[src/rtl/bbop_pkg.sv]
// Shared types, constants and helper functions of the binomial barrier pricer.
// Depends on nothing; the top level, the multiplier and the checker import it.
package bbop_pkg;

	// Field widths.
	localparam int unsigned DATA_W    = 32;
	localparam int unsigned STEP_W    = 11;
	localparam int unsigned IDX_W     = 3;
	localparam int unsigned PROD_W    = 2 * DATA_W;
	localparam int unsigned S_TDATA_W = 3 * DATA_W;
	localparam int unsigned S_TUSER_W = 2;

	// Default tree depth limit.
	localparam int unsigned MAX_STEPS_DEF = 1024;

	// Q2.30 rounding constant and fraction position.
	localparam int unsigned FRAC_W = 30;
	localparam logic [PROD_W-1:0] Q30_HALF = PROD_W'(64'd536870912);

	// Register reset values.
	localparam logic [DATA_W-1:0] UP_FACTOR_RST   = 32'd1073741824;
	localparam logic [DATA_W-1:0] DOWN_FACTOR_RST = 32'd1073741824;
	localparam logic [DATA_W-1:0] UP_WEIGHT_RST   = 32'd536870912;
	localparam logic [DATA_W-1:0] DOWN_WEIGHT_RST = 32'd536870912;
	localparam logic [STEP_W-1:0] STEP_COUNT_RST  = 11'd1;

	// Configuration register indexes.
	typedef enum logic [IDX_W-1:0] {
		REG_UP_FACTOR   = 3'd0,
		REG_DOWN_FACTOR = 3'd1,
		REG_UP_WEIGHT   = 3'd2,
		REG_DOWN_WEIGHT = 3'd3,
		REG_STEP_COUNT  = 3'd4
	} reg_idx_t;

	// Saturating 32-bit add.
	function automatic logic [DATA_W-1:0] add_sat(input logic [DATA_W-1:0] a,
			input logic [DATA_W-1:0] b);
		logic [DATA_W:0] s;
		s = {1'b0, a} + {1'b0, b};
		return s[DATA_W] ? '1 : s[DATA_W-1:0];
	endfunction

	// Node value at a leaf: knocked out, or the call or put payoff.
	function automatic logic [DATA_W-1:0] leaf_value(input logic [DATA_W-1:0] price,
			input logic [DATA_W-1:0] strike, input logic [DATA_W-1:0] barrier,
			input logic put, input logic knock);
		logic [DATA_W-1:0] v;
		if (knock && (price >= barrier)) begin
			v = '0;
		end else if (put) begin
			v = (strike > price) ? (strike - price) : '0;
		end else begin
			v = (price > strike) ? (price - strike) : '0;
		end
		return v;
	endfunction

endpackage

[src/rtl/bbop_mul.sv]
// Shared Q16.16 by Q2.30 multiplier with half-up rounding and saturation.
// Depends on bbop_pkg; two register stages, the raw product and the rounded result.
module bbop_mul
	import bbop_pkg::*;
(
	input  logic              clk,
	input  logic [DATA_W-1:0] op_a,
	input  logic [DATA_W-1:0] op_b,
	output logic [DATA_W-1:0] result
);

	logic [PROD_W-1:0]        prod_s1;
	logic [PROD_W-1:0]        rounded;
	logic [PROD_W-FRAC_W-1:0] shifted;

	// Stage one: raw product.
	always_ff @(posedge clk) begin
		prod_s1 <= PROD_W'(op_a) * PROD_W'(op_b);
	end

	// Round half up, drop the fraction, clamp to 32 bits.
	assign rounded = prod_s1 + Q30_HALF;
	assign shifted = rounded[PROD_W-1:FRAC_W];

	// Stage two: rounded and saturated result.
	always_ff @(posedge clk) begin
		result <= (|shifted[PROD_W-FRAC_W-1:DATA_W]) ? '1 : shifted[DATA_W-1:0];
	end

endmodule

[config.mk]
export PLATFORM = sky130hd
export DESIGN_NAME = bbop_mul
export DESIGN_NICKNAME = d
export VERILOG_FILES = /design/src/rtl/bbop_pkg.sv /design/src/rtl/bbop_mul.sv
export SDC_FILE = /design/constraint.sdc
export NUM_CORES = 2
export LEC_CHECK = 0
export BUFFER_PORTS_ARGS = -buffer_cell sky130_fd_sc_hd__buf_4
export CORE_MARGIN = 4
export CORE_UTILIZATION = 57
export CTS_CLUSTER_SIZE = 40
export DETAILED_ROUTE_END_ITERATION = 10
export GPL_ROUTABILITY_DRIVEN = 0
export PLACE_DENSITY = 0.82
export SLEW_MARGIN = 10
export SYNTH_ARGS = -nofsm -noshare
export SYNTH_HDL_FRONTEND = slang
export SYNTH_SLANG_ARGS = --single-unit
[constraint.sdc]
create_clock -name clk -period 9.09 [get_ports clk]
set_input_delay 0.909 -clock clk [delete_from_list [all_inputs] [get_ports clk]]
set_output_delay 0.909 -clock clk [all_outputs]
set_load 0.03 [all_outputs]
; ---- Word level (Yosys, flattened, before mapping)
; Cells that the tools add are included.
[totals]
regBits = 96
latch_bits = 0
ram_bits = 0
rom_bits = 0
inputBits = 65
out_inout_bits = 32
n_memories = 0
[op_classes]
add_sub_neg = 1
n_mul = 1
n_div = 0
order_cmp = 0
eq_ne = 0
shifts = 0
muxes = 0
bitwise_logic = 0
reduce_logical = 1
[ops]
columns = op, n
row1 = "64-bit by 30-bit adder with 64-bit output, second input constant", 1
row2 = 32-bit by 32-bit multiplier with 64-bit output, 1
row3 = 2-bit OR reduction, 1

; ---- Longest topological paths before layout
[logic_depth]
depth_word = 2
ltp_mapped = 28

; ---- Worst setup path after synthesis
; Ideal clock, no wire load.
[synth_timing]
kind = input port to flip-flop
from = input port op_b[8]
to = register prod_s1[61]
t_arrival_ps = 7518
path_slack_ps = 1499
cell_stages = 24
n_path_buf = 1
cell_sequence = clkbuf_1 -> and2_1 -> fa_1 -> fa_1 -> inv_1 -> fa_1 -> fa_1 -> inv_1 -> fa_1 -> fa_1 -> fa_1 -> inv_1 -> fa_1 -> inv_1 -> ha_1 -> a21oi_1 -> nor2_1 -> o21ba_1 -> o31a_1 -> nor4b_2 -> nor3_1 -> nand2b_1 -> a221oi_1 -> xnor2_1
[synth_via]
elab_chain_cells = 1
[synth_rtl]
columns = element, line
row1 = "start, declared", bbop_mul.sv:8  ; input logic [DATA_W-1:0] op_b,
row2 = 32-bit by 32-bit multiplier with 64-bit output, bbop_mul.sv:18  ; prod_s1 <= PROD_W'(op_a) * PROD_W'(op_b);
row3 = "end signal, assigned", bbop_mul.sv:18
row4 = "end, declared", bbop_mul.sv:12  ; logic [PROD_W-1:0] prod_s1;
; No other way between the ends.
; A chain may end at the register's enable or synchronous reset.

; ---- Final worst setup path
[layout_timing]
from = input port op_a[18]
to = register prod_s1[60]
[layout_via]
elab_chain_cells = 1
[layout_rtl]
columns = element, line
row1 = "start, declared", bbop_mul.sv:7  ; input logic [DATA_W-1:0] op_a,
row2 = 32-bit by 32-bit multiplier with 64-bit output, bbop_mul.sv:18
; No other way between the ends.

==> results.toml <==
[outcome]
status = "finished, final reports clean"

[drt]
wire_per_inst_um = 20.1
drc_errors = 0
initialDrtViolationCount = 1742
ant_nets = 0
drtPass1Iterations = 6
num_vias = 25000
vias_per_cell = 5.64
drt-total-wl_um = 89300

[setup_path]
crit_path_top_delay_cell = "nor4_2"
crit_type = "in -> reg"
critPathRequiredTime_ns = 9.32
arrival_ns = 8.74
critPathMaxStageDelay_ns = 0.57
critPathBufInv = 6
reg2reg_depth = 9
critPathMaxFanout = 18
crit_top_cell = "fa_1"
crit_path_end_kind = "register"
critPathTopFamily = "adder cells"
setup.worst_path.start_class = "input port"
worstSetupPathDepth = 25

[timing]
setup_viol = 0
finalHoldViolCount = 0
finClkSkew_ns = 0.00750
fin_crit_ns = 8.51
slew_headroom = 0.242
max_freq_mhz = 117
rsz0062_at_grt = "no"
drv_slew = 0
period_share = 0.936
worst_pin_slew_ns = 1.14

[global_route]
grt_pass1_wl_um = 147000
grt_max_degree = 33
grt_pass1_vias = 28000
grt.overflow.total = 0
globalRouteTotalUtil = 0.291
grt_antenna_before_repair = 0

[final_layout]
syn2layout_area_growth_pct = 3.79
final_cell_mix = "fa_1 (895), inv_1 (885), and2_1 (594)"
drive_gt1_frac = 0.0358
final_common_cell = "fa_1"
final_nets = 4873
fillers = 4931
fin_cells = 4431

[placed_design]
dp_hpwl_um = 70600
port_buffers = 96
placed_cells = 4414

[die]
die_area_mm2 = 0.0645
fp.dieW_um = 254
core.rowCount = 89
initial_utilization = 0.580
die_h_um = 254
core_mm2 = 0.0595
io_pins = 97

[logic_synthesis]
seq_area_frac_synth = 0.0389
synth_seq_cells = 67
postSynthCellCount = 3743
synth_warnings = 0
synth_fp_nets = 4964
syn-mean-instance-area_um2 = 9.22
yosys.area.top_type = "fa_1"
synth.area.top_cells = "fa_1 (52%), and2_1 (11%), inv_1 (9.6%)"
ys_types = 54
synthFlopType = "dfxtp_1"
synth_area_mm2 = 0.0345
synth_edf_count = 0
synth_top_area_frac = 0.519
async_flop_share = 0

[cts]
cts-hold-fix-buffers = 0
clk_pin_slew_ns = 0.06
cts_tree = "built"
htreeDepth = 3
cts_root_buf = "clkbuf_16"
cts_buffer_depth = 2
numCtsBuffers = 9
clock_latency_ns = 0.34
clock_sinks = 67

[run]
cap_violations = 0

[worst_hold_path]
worstHoldPathCells = 2
hp-class = "reg -> reg"
==> logic make-up after synthesis <==
family | synth area share
compound gates | 0.0315
xor+xnor | 0.0175
fa+ha+maj | 0.614
buf+inv | 0.119
flops | 0.0389
simple gates | 0.180
==> sequential cells by signal, indices dropped and copies added (netlist names) <==
| signal | count |
|---|---|
| prod_s1 | 35 |
| result | 32 |
==> stage by stage <==
step	setup slack, ns	hold slack, ns	cell area [µm²]	util	TNS [ns]
2_1_floorplan	1.50	0.451	34500	-	0
3_3_place_gp	-0.112	0.472	35500	0.597	-0.214
3_5_place_dp	-0.232	0.479	35500	0.597	-0.770
4_1_cts	0.113	0.499	35800	0.602	0
5_1_grt	0.218	0.525	35800	0.602	0
6_report	0.578	0.498	35800	0.602	0
==> worst paths after layout <==
check | endpoint | from | slack (ns)
max reg2reg | result[29] | prod_s1[35] | 5.63
min | result[14] | prod_s1[44] | 0.50
max | prod_s1[60] | op_a[18] | 0.58
min reg2reg | result[14] | prod_s1[44] | 0.50
==> worst register-to-register path, cell delays in order (launching register included) <==
cell      delay, ns
dfxtp_1        0.38
nand3_1        0.14
nor2_1         0.19
nand4_1        0.31
nor4_1         0.62
and4_1         0.30
nand2b_1       0.14
xnor2_1        0.17
o21ai_2        0.89
nand2_1        0.14
==> routing by layer <==
| layer | GRT usage | routed length (µm) | vias to the layer above | part of all wire |
|---|---|---|---|---|
| met4 | 0.172 | 6790 | 0 | 0.076 |
| met1 | 0.356 | 32000 | 12900 | 0.36 |
| met5 | 0 | 0 | - | 0 |
| li1 | - | - | 10600 | - |
| met3 | 0.0405 | 6360 | 336 | 0.071 |
| met2 | 0.494 | 44100 | 1185 | 0.49 |
==> synthesized netlist by cell type (all sizes together), types with 2 or more instances <==
| cell | count |
|---|---|
| o211a | 2 |
| a21oi | 50 |
| o21ba | 2 |
| xnor2 | 41 |
| a21boi | 3 |
| o21a | 5 |
| nand2b | 4 |
| nor2b | 3 |
| nor3 | 7 |
| a221oi | 4 |
| nand4 | 18 |
| nor3b | 2 |
| inv | 885 |
| xor2 | 28 |
| nand3 | 25 |
| a31oi | 7 |
| a211oi | 4 |
| and2 | 594 |
| ha | 261 |
| and3 | 9 |
| a21o | 30 |
| o21bai | 6 |
| buf | 4 |
| o2111ai | 4 |
| clkbuf | 200 |
| fa | 895 |
| and4 | 4 |
| a311oi | 3 |
| nand2 | 501 |
| o211ai | 4 |
| nor2 | 25 |
| o21ai | 23 |
| o31ai | 3 |
| dfxtp | 67 |
| nor4 | 7 |
==> final cells by class <==
cell class / count / area (µm²) / area share
clock buffer: 9 / 225 / 0.00629
multi-input combinational: 2586 / 29100 / 0.812
tap: 773 / 967 / 0.0270
clock inverter: 7 / 101 / 0.00283
sequential: 67 / 1340 / 0.0374
antenna: 1 / 2.50 / 0.0000699
timing repair buffer: 102 / 766 / 0.0214
inverter: 886 / 3330 / 0.0929
==> what timing repair did <==
item,4_1_cts,5_1_grt
setup buffers,0,0
setup endpoints to repair,0,7
gates resized for setup,0,2
Power is left out: the tool's default activity adds up to more than one toggle a clock period on the data nets, which glitch-free logic cannot reach.
